`src/rtl/isc_pkg.sv`:
```
// Shared types and constants for the insertion sort unit.
package isc_pkg;

  // Fixed widths of the result fields.
  localparam int KEY_BITS = 16;
  localparam int CMP_BITS = 7;
  localparam int XCH_BITS = 8;

  // Saturation limits of the two counters.
  localparam logic [CMP_BITS-1:0] CMP_MAX = '1;
  localparam logic [XCH_BITS-1:0] XCH_MAX = '1;

  // Commands from the controller to the datapath.
  typedef struct packed {
    logic load;       // store the incoming key at the fill position
    logic start_sort; // clear counters, first held index is one
    logic rd_held;    // read the key at the held index
    logic take_held;  // latch the held key, position follows held index
    logic rd_prev;    // read the key left of the position
    logic shift;      // move the read key right, count compare and exchange
    logic stop;       // key not greater, count the compare only
    logic place;      // write the held key, count the exchange
    logic emit_rd;    // read the next key for output
    logic finish;     // batch delivered, clear fill and output index
  } cmd_t;

  // Status from the datapath to the controller.
  typedef struct packed {
    logic batch_end;  // incoming key closes the batch
    logic single;     // incoming key would be the only one of the batch
    logic pos_zero;   // position reached the front of the buffer
    logic held_lt;    // held key is less than the key just read
    logic i_last;     // held index is the last key of the batch
    logic k_last;     // output index is the last key of the batch
  } status_t;

endpackage

```
`src/rtl/isc_ram.sv`:
```
// Generic simple dual-port RAM with registered read data.
module isc_ram #(
  parameter int WIDTH = 16,
  parameter int DEPTH = 16
) (
  input  logic                     clk,
  input  logic                     we,
  input  logic [$clog2(DEPTH)-1:0] waddr,
  input  logic [WIDTH-1:0]         wdata,
  input  logic [$clog2(DEPTH)-1:0] raddr,
  output logic [WIDTH-1:0]         rdata
);

  logic [WIDTH-1:0] mem [DEPTH];

  // One write and one registered read each cycle.
  always_ff @(posedge clk) begin
    if (we) begin
      mem[waddr] <= wdata;
    end
    rdata <= mem[raddr];
  end

endmodule

```
`src/rtl/isc_datapath.sv`:
```
// Datapath of the insertion sort unit: key buffer, indexes and counters.
module isc_datapath #(
  parameter int CAPACITY  = 16,
  parameter int KEY_WIDTH = 16
) (
  input  logic                            clk,
  input  logic                            rst,
  input  isc_pkg::cmd_t                   cmd,
  output isc_pkg::status_t                status,
  input  logic [isc_pkg::KEY_BITS-1:0]    key,
  input  logic                            last,
  output logic [isc_pkg::KEY_BITS-1:0]    sorted_key,
  output logic [isc_pkg::CMP_BITS-1:0]    compares,
  output logic [isc_pkg::XCH_BITS-1:0]    exchanges
);

  localparam int KB = isc_pkg::KEY_BITS;
  localparam int CW = isc_pkg::CMP_BITS;
  localparam int XW = isc_pkg::XCH_BITS;
  localparam int SW = (KEY_WIDTH < KB) ? KEY_WIDTH : KB;
  localparam int AW = $clog2(CAPACITY);
  localparam int FW = $clog2(CAPACITY + 1);

  logic [FW-1:0]               fill;
  logic [AW-1:0]               i;
  logic [AW-1:0]               pos;
  logic [AW-1:0]               k;
  logic [SW-1:0]               held;
  logic [isc_pkg::CMP_BITS-1:0] compare_count;
  logic [isc_pkg::XCH_BITS-1:0] exchange_count;

  logic          we;
  logic [AW-1:0] waddr;
  logic [SW-1:0] wdata;
  logic [AW-1:0] raddr;
  logic [SW-1:0] rdata;

  isc_ram #(
    .WIDTH (SW),
    .DEPTH (CAPACITY)
  ) u_buf (
    .clk   (clk),
    .we    (we),
    .waddr (waddr),
    .wdata (wdata),
    .raddr (raddr),
    .rdata (rdata)
  );

  // Write port: loaded keys, shifted keys and the placed held key.
  always_comb begin
    we    = cmd.load | cmd.shift | cmd.place;
    waddr = pos;
    wdata = held;
    if (cmd.load) begin
      waddr = fill[AW-1:0];
      wdata = key[SW-1:0];
    end else if (cmd.shift) begin
      wdata = rdata;
    end
  end

  // Read port address follows the active step.
  always_comb begin
    raddr = k;
    if (cmd.rd_held) begin
      raddr = i;
    end else if (cmd.rd_prev) begin
      raddr = pos - AW'(1);
    end
  end

  // Status for the controller.
  always_comb begin
    status.batch_end = last | (fill + FW'(1) == FW'(CAPACITY));
    status.single    = (fill == '0);
    status.pos_zero  = (pos == '0);
    status.held_lt   = (held < rdata);
    status.i_last    = (FW'(i) + FW'(1) == fill);
    status.k_last    = (FW'(k) + FW'(1) == fill);
  end

  // Fill count, indexes and counters.
  always_ff @(posedge clk) begin
    if (rst) begin
      fill           <= '0;
      i              <= '0;
      pos            <= '0;
      k              <= '0;
      compare_count  <= '0;
      exchange_count <= '0;
    end else begin
      if (cmd.load) begin
        fill <= fill + FW'(1);
      end
      if (cmd.start_sort) begin
        i              <= AW'(1);
        pos            <= '0;
        compare_count  <= '0;
        exchange_count <= '0;
      end
      if (cmd.take_held) begin
        pos <= i;
      end
      if (cmd.shift) begin
        pos <= pos - AW'(1);
      end
      if (cmd.shift || cmd.stop) begin
        if (compare_count != isc_pkg::CMP_MAX) begin
          compare_count <= compare_count + CW'(1);
        end
      end
      if (cmd.shift || cmd.place) begin
        if (exchange_count != isc_pkg::XCH_MAX) begin
          exchange_count <= exchange_count + XW'(1);
        end
      end
      if (cmd.place && !status.i_last) begin
        i <= i + AW'(1);
      end
      if (cmd.emit_rd) begin
        k <= k + AW'(1);
      end
      if (cmd.finish) begin
        fill <= '0;
        k    <= '0;
      end
    end
  end

  // The held key is captured from the read port.
  always_ff @(posedge clk) begin
    if (cmd.take_held) begin
      held <= rdata;
    end
  end

  assign sorted_key = KB'(rdata);
  assign compares   = compare_count;
  assign exchanges  = exchange_count;

`ifndef SYNTHESIS
  // The scan position never passes the held index.
  a_pos_le_i: assert property (@(posedge clk) disable iff (rst) pos <= i)
    else $error("scan position beyond held index");

  // The buffer never holds more keys than its capacity.
  a_fill_cap: assert property (@(posedge clk) disable iff (rst)
    fill <= FW'(CAPACITY))
    else $error("fill count beyond capacity");
`endif

endmodule

```
`src/rtl/isc_ctrl.sv`:
```
// Controller of the insertion sort unit: load, sort and emit sequencing.
module isc_ctrl (
  input  logic              clk,
  input  logic              rst,
  input  logic              start,
  output logic              busy,
  output logic              result_valid,
  output logic              last_res,
  input  isc_pkg::status_t  status,
  output isc_pkg::cmd_t     cmd
);

  typedef enum logic [2:0] {
    LOAD,
    HELD_RD,
    HELD_TAKE,
    PREV_RD,
    PREV_CMP,
    PLACE,
    EMIT
  } state_t;

  state_t state;
  state_t state_next;
  logic   accept;

  assign busy   = (state != LOAD);
  assign accept = start & ~busy;

  // Next state and commands to the datapath.
  always_comb begin
    state_next = state;
    cmd        = '0;
    unique case (state)
      LOAD: begin
        if (accept) begin
          cmd.load = 1'b1;
          if (status.batch_end) begin
            cmd.start_sort = 1'b1;
            state_next     = status.single ? EMIT : HELD_RD;
          end
        end
      end
      HELD_RD: begin
        cmd.rd_held = 1'b1;
        state_next  = HELD_TAKE;
      end
      HELD_TAKE: begin
        cmd.take_held = 1'b1;
        state_next    = PREV_RD;
      end
      PREV_RD: begin
        if (status.pos_zero) begin
          state_next = PLACE;
        end else begin
          cmd.rd_prev = 1'b1;
          state_next  = PREV_CMP;
        end
      end
      PREV_CMP: begin
        if (status.held_lt) begin
          cmd.shift  = 1'b1;
          state_next = PREV_RD;
        end else begin
          cmd.stop   = 1'b1;
          state_next = PLACE;
        end
      end
      PLACE: begin
        cmd.place  = 1'b1;
        state_next = status.i_last ? EMIT : HELD_RD;
      end
      EMIT: begin
        cmd.emit_rd = 1'b1;
        if (status.k_last) begin
          cmd.finish = 1'b1;
          state_next = LOAD;
        end
      end
      default: begin
        state_next = LOAD;
      end
    endcase
  end

  // State and the registered result strobe, aligned with the RAM read data.
  always_ff @(posedge clk) begin
    if (rst) begin
      state        <= LOAD;
      result_valid <= 1'b0;
      last_res     <= 1'b0;
    end else begin
      state        <= state_next;
      result_valid <= (state == EMIT);
      last_res     <= (state == EMIT) && status.k_last;
    end
  end

`ifndef SYNTHESIS
  // A result burst runs without gaps until the flagged final result.
  a_burst: assert property (@(posedge clk) disable iff (rst)
    result_valid && !last_res |=> result_valid)
    else $error("gap inside result burst");

  // Every compare step follows a read of the left neighbor.
  a_cmp_after_rd: assert property (@(posedge clk) disable iff (rst)
    state == PREV_CMP |-> $past(state) == PREV_RD)
    else $error("compare without preceding read");

  // The final flag only comes with a result.
  a_last_valid: assert property (@(posedge clk) disable iff (rst)
    last_res |-> result_valid && $past(state) == EMIT)
    else $error("final flag without result");
`endif

endmodule

```
`src/rtl/insertion_sort_with_counts_unit.sv`:
```
// Top level of the insertion sort unit with compare and exchange counts.
//
// Keys load one per cycle while busy is low; a key transfers at a clock edge with start high and
// busy low. The key flagged last, or the key that fills the buffer to CAPACITY, starts a stable
// ascending insertion sort of the batch in a single buffer RAM with one write and one registered
// read port. Each scan step reads the left neighbor, then compares it and shifts it right or
// stops the scan. Each key after the first is read, taken and placed around its scan, with an
// extra step when its scan reaches the front of the buffer. The sorted keys then come out one
// per cycle, each marked by result_valid for exactly one cycle, with last_res on the final one
// and both counts on every one. The receiver cannot stall the results. The next key can
// transfer in the cycle that shows the final result.
module insertion_sort_with_counts_unit #(
  parameter int CAPACITY  = 16,
  parameter int KEY_WIDTH = 16
) (
  input  logic                          clk,
  input  logic                          rst,
  input  logic                          start,
  output logic                          busy,
  input  logic [isc_pkg::KEY_BITS-1:0]  key,
  input  logic                          last,
  output logic                          result_valid,
  output logic [isc_pkg::KEY_BITS-1:0]  sorted_key,
  output logic                          last_res,
  output logic [isc_pkg::CMP_BITS-1:0]  compares,
  output logic [isc_pkg::XCH_BITS-1:0]  exchanges
);

  isc_pkg::cmd_t    cmd;
  isc_pkg::status_t status;

  // Sequencing of load, sort and output.
  isc_ctrl u_ctrl (
    .clk          (clk),
    .rst          (rst),
    .start        (start),
    .busy         (busy),
    .result_valid (result_valid),
    .last_res     (last_res),
    .status       (status),
    .cmd          (cmd)
  );

  // Key storage, scan indexes and counters.
  isc_datapath #(
    .CAPACITY  (CAPACITY),
    .KEY_WIDTH (KEY_WIDTH)
  ) u_dp (
    .clk        (clk),
    .rst        (rst),
    .cmd        (cmd),
    .status     (status),
    .key        (key),
    .last       (last),
    .sorted_key (sorted_key),
    .compares   (compares),
    .exchanges  (exchanges)
  );

endmodule
```
`config.mk`:
```
export PLATFORM = sky130hd
export DESIGN_NAME = insertion_sort_with_counts_unit
export DESIGN_NICKNAME = d
export VERILOG_FILES = /design/src/rtl/isc_pkg.sv /design/src/rtl/isc_ram.sv /design/src/rtl/isc_datapath.sv /design/src/rtl/isc_ctrl.sv /design/src/rtl/insertion_sort_with_counts_unit.sv
export SDC_FILE = /design/constraint.sdc
export NUM_CORES = 1
export LEC_CHECK = 0
export CAP_MARGIN = 20
export CORE_MARGIN = 8
export CORE_UTILIZATION = 67
export DETAILED_ROUTE_END_ITERATION = 8
export DONT_BUFFER_PORTS = 1
export PLACE_DENSITY = 0.81
export SKIP_CTS_REPAIR_TIMING = 1
export SLEW_MARGIN = 20
export SYNTH_ARGS = -nofsm -noshare
export SYNTH_HDL_FRONTEND = slang
export SYNTH_SLANG_ARGS = --single-unit
```
`constraint.sdc`:
```
create_clock -name clk -period 6 [get_ports clk]
set_input_delay 1.2 -clock clk [delete_from_list [all_inputs] [get_ports clk]]
set_output_delay 1.2 -clock clk [all_outputs]
set_load 0.02 [all_outputs]
```
Word-level counts from Yosys, hierarchy flattened
Memories as Yosys holds them, arrays and structs flattened. A register that Yosys moved wholly into a read port is not among the register bits.
Index checks and enable logic that the tools add are counted.
{ "word_totals": {"regBits": 53, "latch_bits": 0, "ram_bits": 256, "rom_bits": 0, "inputBits": 20, "wordCells": 91, "n_memories": 1} }
{ "memory_table": {"columns": ["memory", "depth", "word_bits", "rd", "rd_ports_with_merged_regs", "write_ports", "line_no", "rtl"], "rows": [
  ["u_dp.u_buf.mem", 16, 16, 1, 1, 1, "isc_ram.sv:14", "logic [WIDTH-1:0] mem [DEPTH];"]
]} }
{ "op_classes": {"n_addsub": 8, "multipliers": 0, "div": 0, "magnitude_cmp": 1, "eq_ne": 14, "shift": 0, "muxes": 39, "n_bitwise": 5, "reduce_logical": 13} }
{ "op_table": {"columns": ["cell", "count"], "rows": [
  ["$mux 16", 2],
  ["$mux 4", 8],
  ["$mux 8", 3],
  ["$mux 7", 3],
  ["$pmux 3 s7", 1],
  ["$mux 3", 6],
  ["$lt 16x16->1", 1],
  ["$mux 1", 12],
  ["$add 4x1->5 const B", 2],
  ["$eq 5x5->1", 2],
  ["$eq 3x3->1 const B", 3],
  ["$add 4x1->4 const B", 2],
  ["$add 8x1->8 const B", 1],
  ["$mux 2", 4],
  ["$ne 8x8->1 const B", 1],
  ["$add 7x1->7 const B", 1],
  ["$ne 7x7->1 const B", 1],
  ["$eq 3x2->1 const B", 2],
  ["$reduce_bool 3->1", 2],
  ["$add 5x1->5 const B", 1],
  ["$eq 5x5->1 const B", 1],
  ["$logic_not 5->1", 1],
  ["$logic_not 4->1", 1],
  ["$ne 2x1->1 const B", 2],
  ["13 further kinds", 17]
]} }

Logic depth before layout (Yosys ltp)
{ "logic_depth": {"word_depth": 10, "mapped_depth": 10, "ltp_nobuf": 8} }

Modules after synthesis
From an unflattened synthesis, not the netlist that was laid out.
{ "unflattened": {"hier_cells": 849, "hier_area_um2": 13648.1} }
{ "by_module_without_submodules": {"columns": ["mod", "n_inst", "cells_each", "area_per_inst_um2", "seq_area_each_um2"], "rows": [
  ["isc_ram", 1, 432, 10042.1, 8007.7],
  ["isc_datapath", 1, 369, 3220.6, 1121.1],
  ["isc_ctrl", 1, 48, 385.4, 100.1]
]} }

Least setup slack after synthesis
Ideal clock, no wire load.
{ "synth_path": {"kind": "register to register", "startpoint": "reg u_dp.u_buf.rdata[11] (read register of u_dp.u_buf.mem)", "endpoint": "mem u_dp.u_buf.mem[1][0] (enable)", "setup_ps": 388, "arrival_ps": 2769, "required_time_ps": 5612, "slack_ps": 2842, "path_stages_with_launch": 10, "path_buffers": 1, "period_less_slack_ps": 3158, "path_cell_list": "dfxtp_1 -> inv_1 -> ha_1 -> a21oi_1 -> o21a_1 -> a2bb2oi_1 -> a31oi_1 -> buf_2 -> o31a_1 -> nor2_1"} }
{ "synth_between": {"elab_chain_cells": 7} }
{ "synth_lines": {"columns": ["item", "line_no", "rtl"], "rows": [
  ["from (decl)", "isc_ram.sv:11", "output logic [WIDTH-1:0] rdata"],
  ["$lt 16x16->1", "isc_datapath.sv:78", "status.held_lt = (held < rdata);"],
  ["$mux 1", "isc_ctrl.sv:61", "if (status.held_lt) begin"],
  ["$mux 2", "isc_ctrl.sv:34", "unique case (state)"],
  ["$or 1x1->1 (2 in series)", "isc_datapath.sv:52", "we = cmd.load | cmd.shift | cmd.place;"],
  ["$mux 1", "isc_ram.sv:18", "if (we) begin"],
  ["$mux 1 (implied by the code)", "isc_ram.sv:19", "mem[waddr] <= wdata;"],
  ["to (decl)", "isc_ram.sv:14", null]
]} }
Every way passes these cells.

Final worst setup path
{ "layout_path": {"startpoint": "reg u_dp.pos[0]", "endpoint": "reg u_dp.u_buf.rdata[6] (read register of u_dp.u_buf.mem)"} }
{ "layout_between": {"elab_chain_cells": 5} }
{ "layout_lines": {"columns": ["item", "line_no", "rtl"], "rows": [
  ["from (decl)", "isc_datapath.sv:26", "logic [AW-1:0] pos;"],
  ["from (signal assigned)", "isc_datapath.sv:103", "pos <= i;"],
  ["from (signal assigned)", "isc_datapath.sv:106", "pos <= pos - AW'(1);"],
  ["parallel branches: the longest is 3 deep, another holds $sub 4x1->4", null, null],
  ["$mux 4 (*)", "isc_datapath.sv:68", "end else if (cmd.rd_prev) begin"],
  ["$mux 4 (*)", "isc_datapath.sv:66", "if (cmd.rd_held) begin"]
]} }
Every way passes the cells marked *.
A chain may end at the register's enable or synchronous reset.

==> impl_metrics.env <==
export IMPL_fin_crit_sh_pct=70.09
export IMPL_combinationalPowerShare_pct=27.1
export IMPL_grt_overflow=0
export IMPL_path_class="reg2reg"
export IMPL_finalCriticalPeriod_ns=4.206
export IMPL_grt_pass1_wl_um=53840
export IMPL_track_usage_pct=26.73
export IMPL_seq_area_frac_synth_pct=64.72
export IMPL_via_per_inst=6.854
export IMPL_netlist_instances=1119
export IMPL_setup_worst_path_end_class="flip-flop"
export IMPL_slew_limit_headroom_pct=23.57
export IMPL_synth_flop_cell="edfxtp_1"
export IMPL_cts_sink_count=325
export IMPL_crit_family="simple AND/OR/NAND/NOR gates"
export IMPL_startpoint_type="flip-flop"
export IMPL_p_sw_mw=2.556
export IMPL_clk_pin_slew_worst_paths_ns=0.06
export IMPL_drt_iter0_drc=1409
export IMPL_rsz0062_at_grt="false"
export IMPL_cp_startpoint="u_dp.pos[0]$_SDFFE_PP0P_"
export IMPL_min_from="u_dp.k[1]$_SDFFE_PP0P_"
export IMPL_cpPeakStageDelay_ns=0.65
export IMPL_drt_first_pass_iters=6
export IMPL_route_layer_met1_wl_um=13600
export IMPL_path_buf_inv=2
export IMPL_finalSetupViolations=0
export IMPL_layout_nets=1161
export IMPL_core_mm2=0.02096
export IMPL_routabilityCongestion=0.9000
export IMPL_internal_power_mw=5.102
export IMPL_switching_share_pct=33.37
export IMPL_slowest_stage="mux2_4"
export IMPL_ir_worst_vdd_mv=0.3099
export IMPL_wl_met2_um=16300
export IMPL_wirelength_um=35530
export IMPL_crit_required_ns=6.37
export IMPL_grt_start_max_net_pins=92
export IMPL_cts_tree="yes"
export IMPL_fp_dieH_um=161.9
export IMPL_top_layer="met5"
export IMPL_tightest_slew_ns=1.145
export IMPL_hold_violations=0
export IMPL_avgSynthCellArea_um2=12.74
export IMPL_boundaryPins=54
export IMPL_drcViolationCount=0
export IMPL_reg2reg_from="u_dp.pos[0]$_SDFFE_PP0P_"
export IMPL_drive_gt1_share_pct=13.20
export IMPL_routedWlPerCell_um=25.04
export IMPL_dieWidth_um=161.9
export IMPL_h_tree_depth=2
export IMPL_dr_wl_met3_um=4248
export IMPL_final_max_slew_viol_count=0
export IMPL_die_area_mm2=0.02621
export IMPL_synth_edff_count=272
export IMPL_hold_class="reg2reg"
export IMPL_crit_chain="inv_1 -> ha_1 -> nor3b_4 -> mux2_4 -> nand2_4 -> buf_4 -> a211oi_1 -> a311oi_1 -> or4_1"
export IMPL_post_place_ws_ns=1.893
export IMPL_dp_hpwl_um=20290
export IMPL_cts_root_buffer="clkbuf_16"
export IMPL_synthArstFlopShare_pct=0
export IMPL_antenna_found_initial=0
export IMPL_ant_nets=0
export IMPL_worst_slack_ns=1.794
export IMPL_antenna_cells=0
export IMPL_clock_latency_ns=0.52
export IMPL_synth_distinct_cells=78
export IMPL_clkPwrFrac_pct=29.2
export IMPL_portBuffers=0
export IMPL_cts_path_max_buffers=3
export IMPL_grt_pass1_vias=9423
export IMPL_ys_ff_latch=325
export IMPL_crit_path_max_fanout=78
export IMPL_p_per_area_mw_per_mm2=484.8
export IMPL_status="complete, no violations"
export IMPL_synth_area_mm2=0.01426
export IMPL_ys_warn_count=0
export IMPL_via_count=9726
export IMPL_area_delta_synth_final_pct=10.78
export IMPL_fin_setup_tns_ns=0
export IMPL_cts_buffers=34
export IMPL_cap_violations=0
export IMPL_timing_fmax_ghz=0.2378
export IMPL_rows=53
export IMPL_p_seq_share_pct=43.7
export IMPL_p_total_mw=7.658
export IMPL_synthesis_nets=1162
export IMPL_leakagePower_nw=5.536
export IMPL_finalClockSkew_ns=0.01685
export IMPL_initial_core_util_pct=68.04
export IMPL_arrival_ns=4.58
cell usage in the layout, fill, tap and decap left out, drive strengths merged, types with 6 or more instances in the layout:
| master | synthesis | routed |
|---|---|---|
| ha | 23 | 23 |
| inv | 33 | 35 |
| xor2 | 6 | 6 |
| nand2 | 172 | 172 |
| nand2b | 7 | 7 |
| clkinv | 0 | 8 |
| mux2i | 21 | 21 |
| nor3 | 13 | 13 |
| o21ai | 27 | 27 |
| xnor2 | 11 | 11 |
| nor2 | 43 | 43 |
| a31oi | 6 | 6 |
| clkbuf | 41 | 48 |
| o211ai | 7 | 7 |
| edfxtp | 272 | 272 |
| nand4 | 6 | 6 |
| or4 | 16 | 16 |
| nand3 | 19 | 19 |
| a21oi | 37 | 37 |
| buf | 34 | 38 |
| a311oi | 62 | 62 |
| a211oi | 62 | 62 |
| dfxtp | 53 | 53 |
| and3 | 65 | 65 |
cell families (layout without fill, tap and decap cells):
kind of cell / count (synthesis) / after routing / share of synthesized area, %
mux: 26 / 26 / 1.895
simple gates: 378 / 378 / 13.44
compound gates: 242 / 242 / 13.28
xor+xnor: 17 / 17 / 1.044
flops: 325 / 325 / 64.72
buf+inv: 108 / 133 / 3.598
fa+ha+maj: 23 / 23 / 2.018
power by group through the flow:
stage / Clock [mW] / Combinational, mW / Sequential [mW]
after CTS: 2.24 / 2.04 / 3.34
after floorplan: 0 / 1.43 / 3.27
after detailed placement: 0 / 2.02 / 3.38
after global routing: 2.33 / 2.26 / 3.37
final: 2.23 / 2.08 / 3.35
after global placement: 0 / 1.94 / 3.37
layout make-up:
type	count	area, µm²
repair buffers	38	297.8
inverters	33	123.9
clock inverters	14	197.7
flip-flops and latches	325	9229
multi-input cells	686	4589
clock buffers	48	1015
fillers	1295	5159
well taps	275	344.1
cells in the mapped netlist, types with 7 or more instances:
| cell | n | area share, % |
|---|---|---|
| buf_2 | 19 | 0.67 |
| edfxtp_1 | 272 | 57 |
| ha_1 | 23 | 2.0 |
| inv_1 | 33 | 0.87 |
| a211oi_2 | 15 | 1.3 |
| nand3_1 | 18 | 0.63 |
| a211oi_1 | 47 | 2.5 |
| mux2i_1 | 21 | 1.5 |
| or4_1 | 15 | 0.79 |
| dfxtp_1 | 53 | 7.4 |
| o21ai_0 | 26 | 0.91 |
| a21oi_1 | 36 | 1.3 |
| a311oi_1 | 62 | 3.8 |
| nor3_1 | 13 | 0.46 |
| and3_1 | 65 | 2.9 |
| xnor2_1 | 11 | 0.68 |
| o211ai_1 | 7 | 0.37 |
| nor2_1 | 41 | 1.1 |
| buf_6 | 9 | 0.71 |
| nand2_1 | 169 | 4.4 |
| clkbuf_1 | 40 | 1.1 |
worst paths after layout:
path                            slack (ns)  depth (start not counted)                           to
worst min-delay path                  0.52                          2       u_dp.k[1]$_SDFFE_PP0P_
worst max register to register        1.79                          9  u_dp.u_buf.rdata[6]$_DFF_P_
worst min register to register        0.52                          2       u_dp.k[1]$_SDFFE_PP0P_
worst max-delay path                  1.79                          9  u_dp.u_buf.rdata[6]$_DFF_P_
worst reg2reg max path, cell delays in order (launching register included):
cell and delay [ns]:
dfxtp_1 0.39, inv_1 0.15, ha_1 0.25, nor3b_4 0.34, mux2_4 0.65, nand2_4 0.65
buf_4 0.62, a211oi_1 0.38, a311oi_1 0.09, or4_1 0.54
registers in the layout, summed over array words and instances, names as in the netlist:
register,count
u_ctrl.last_res,1
u_ctrl.result_valid,1
u_ctrl.state,3
u_dp.compares,7
u_dp.exchanges,8
u_dp.fill,5
u_dp.held,16
u_dp.i,4
u_dp.k,4
u_dp.pos,4
u_dp.u_buf.mem,256
u_dp.u_buf.rdata,16
metal layers:
metal	up-vias	GRT usage, %
li1	4302	-
met1	4683	35.48
met2	627	40.97
met3	112	6.530
met4	2	12.29
met5	-	2.170
per-stage QoR:
stage	cells	instance area, µm²	hold WS, ns	util (%)
4_1_cts	1418	15770	0.5208	75.26
6_report	1419	15800	0.5203	75.38
3_3_place_gp	1356	14550	0.5153	69.43
3_5_place_dp	1356	14560	0.5115	69.48
2_1_floorplan	1119	14260	0.4791	-
5_1_grt	1419	15800	0.5532	75.38
No activity file was read; power rests on OpenSTA's default activity.
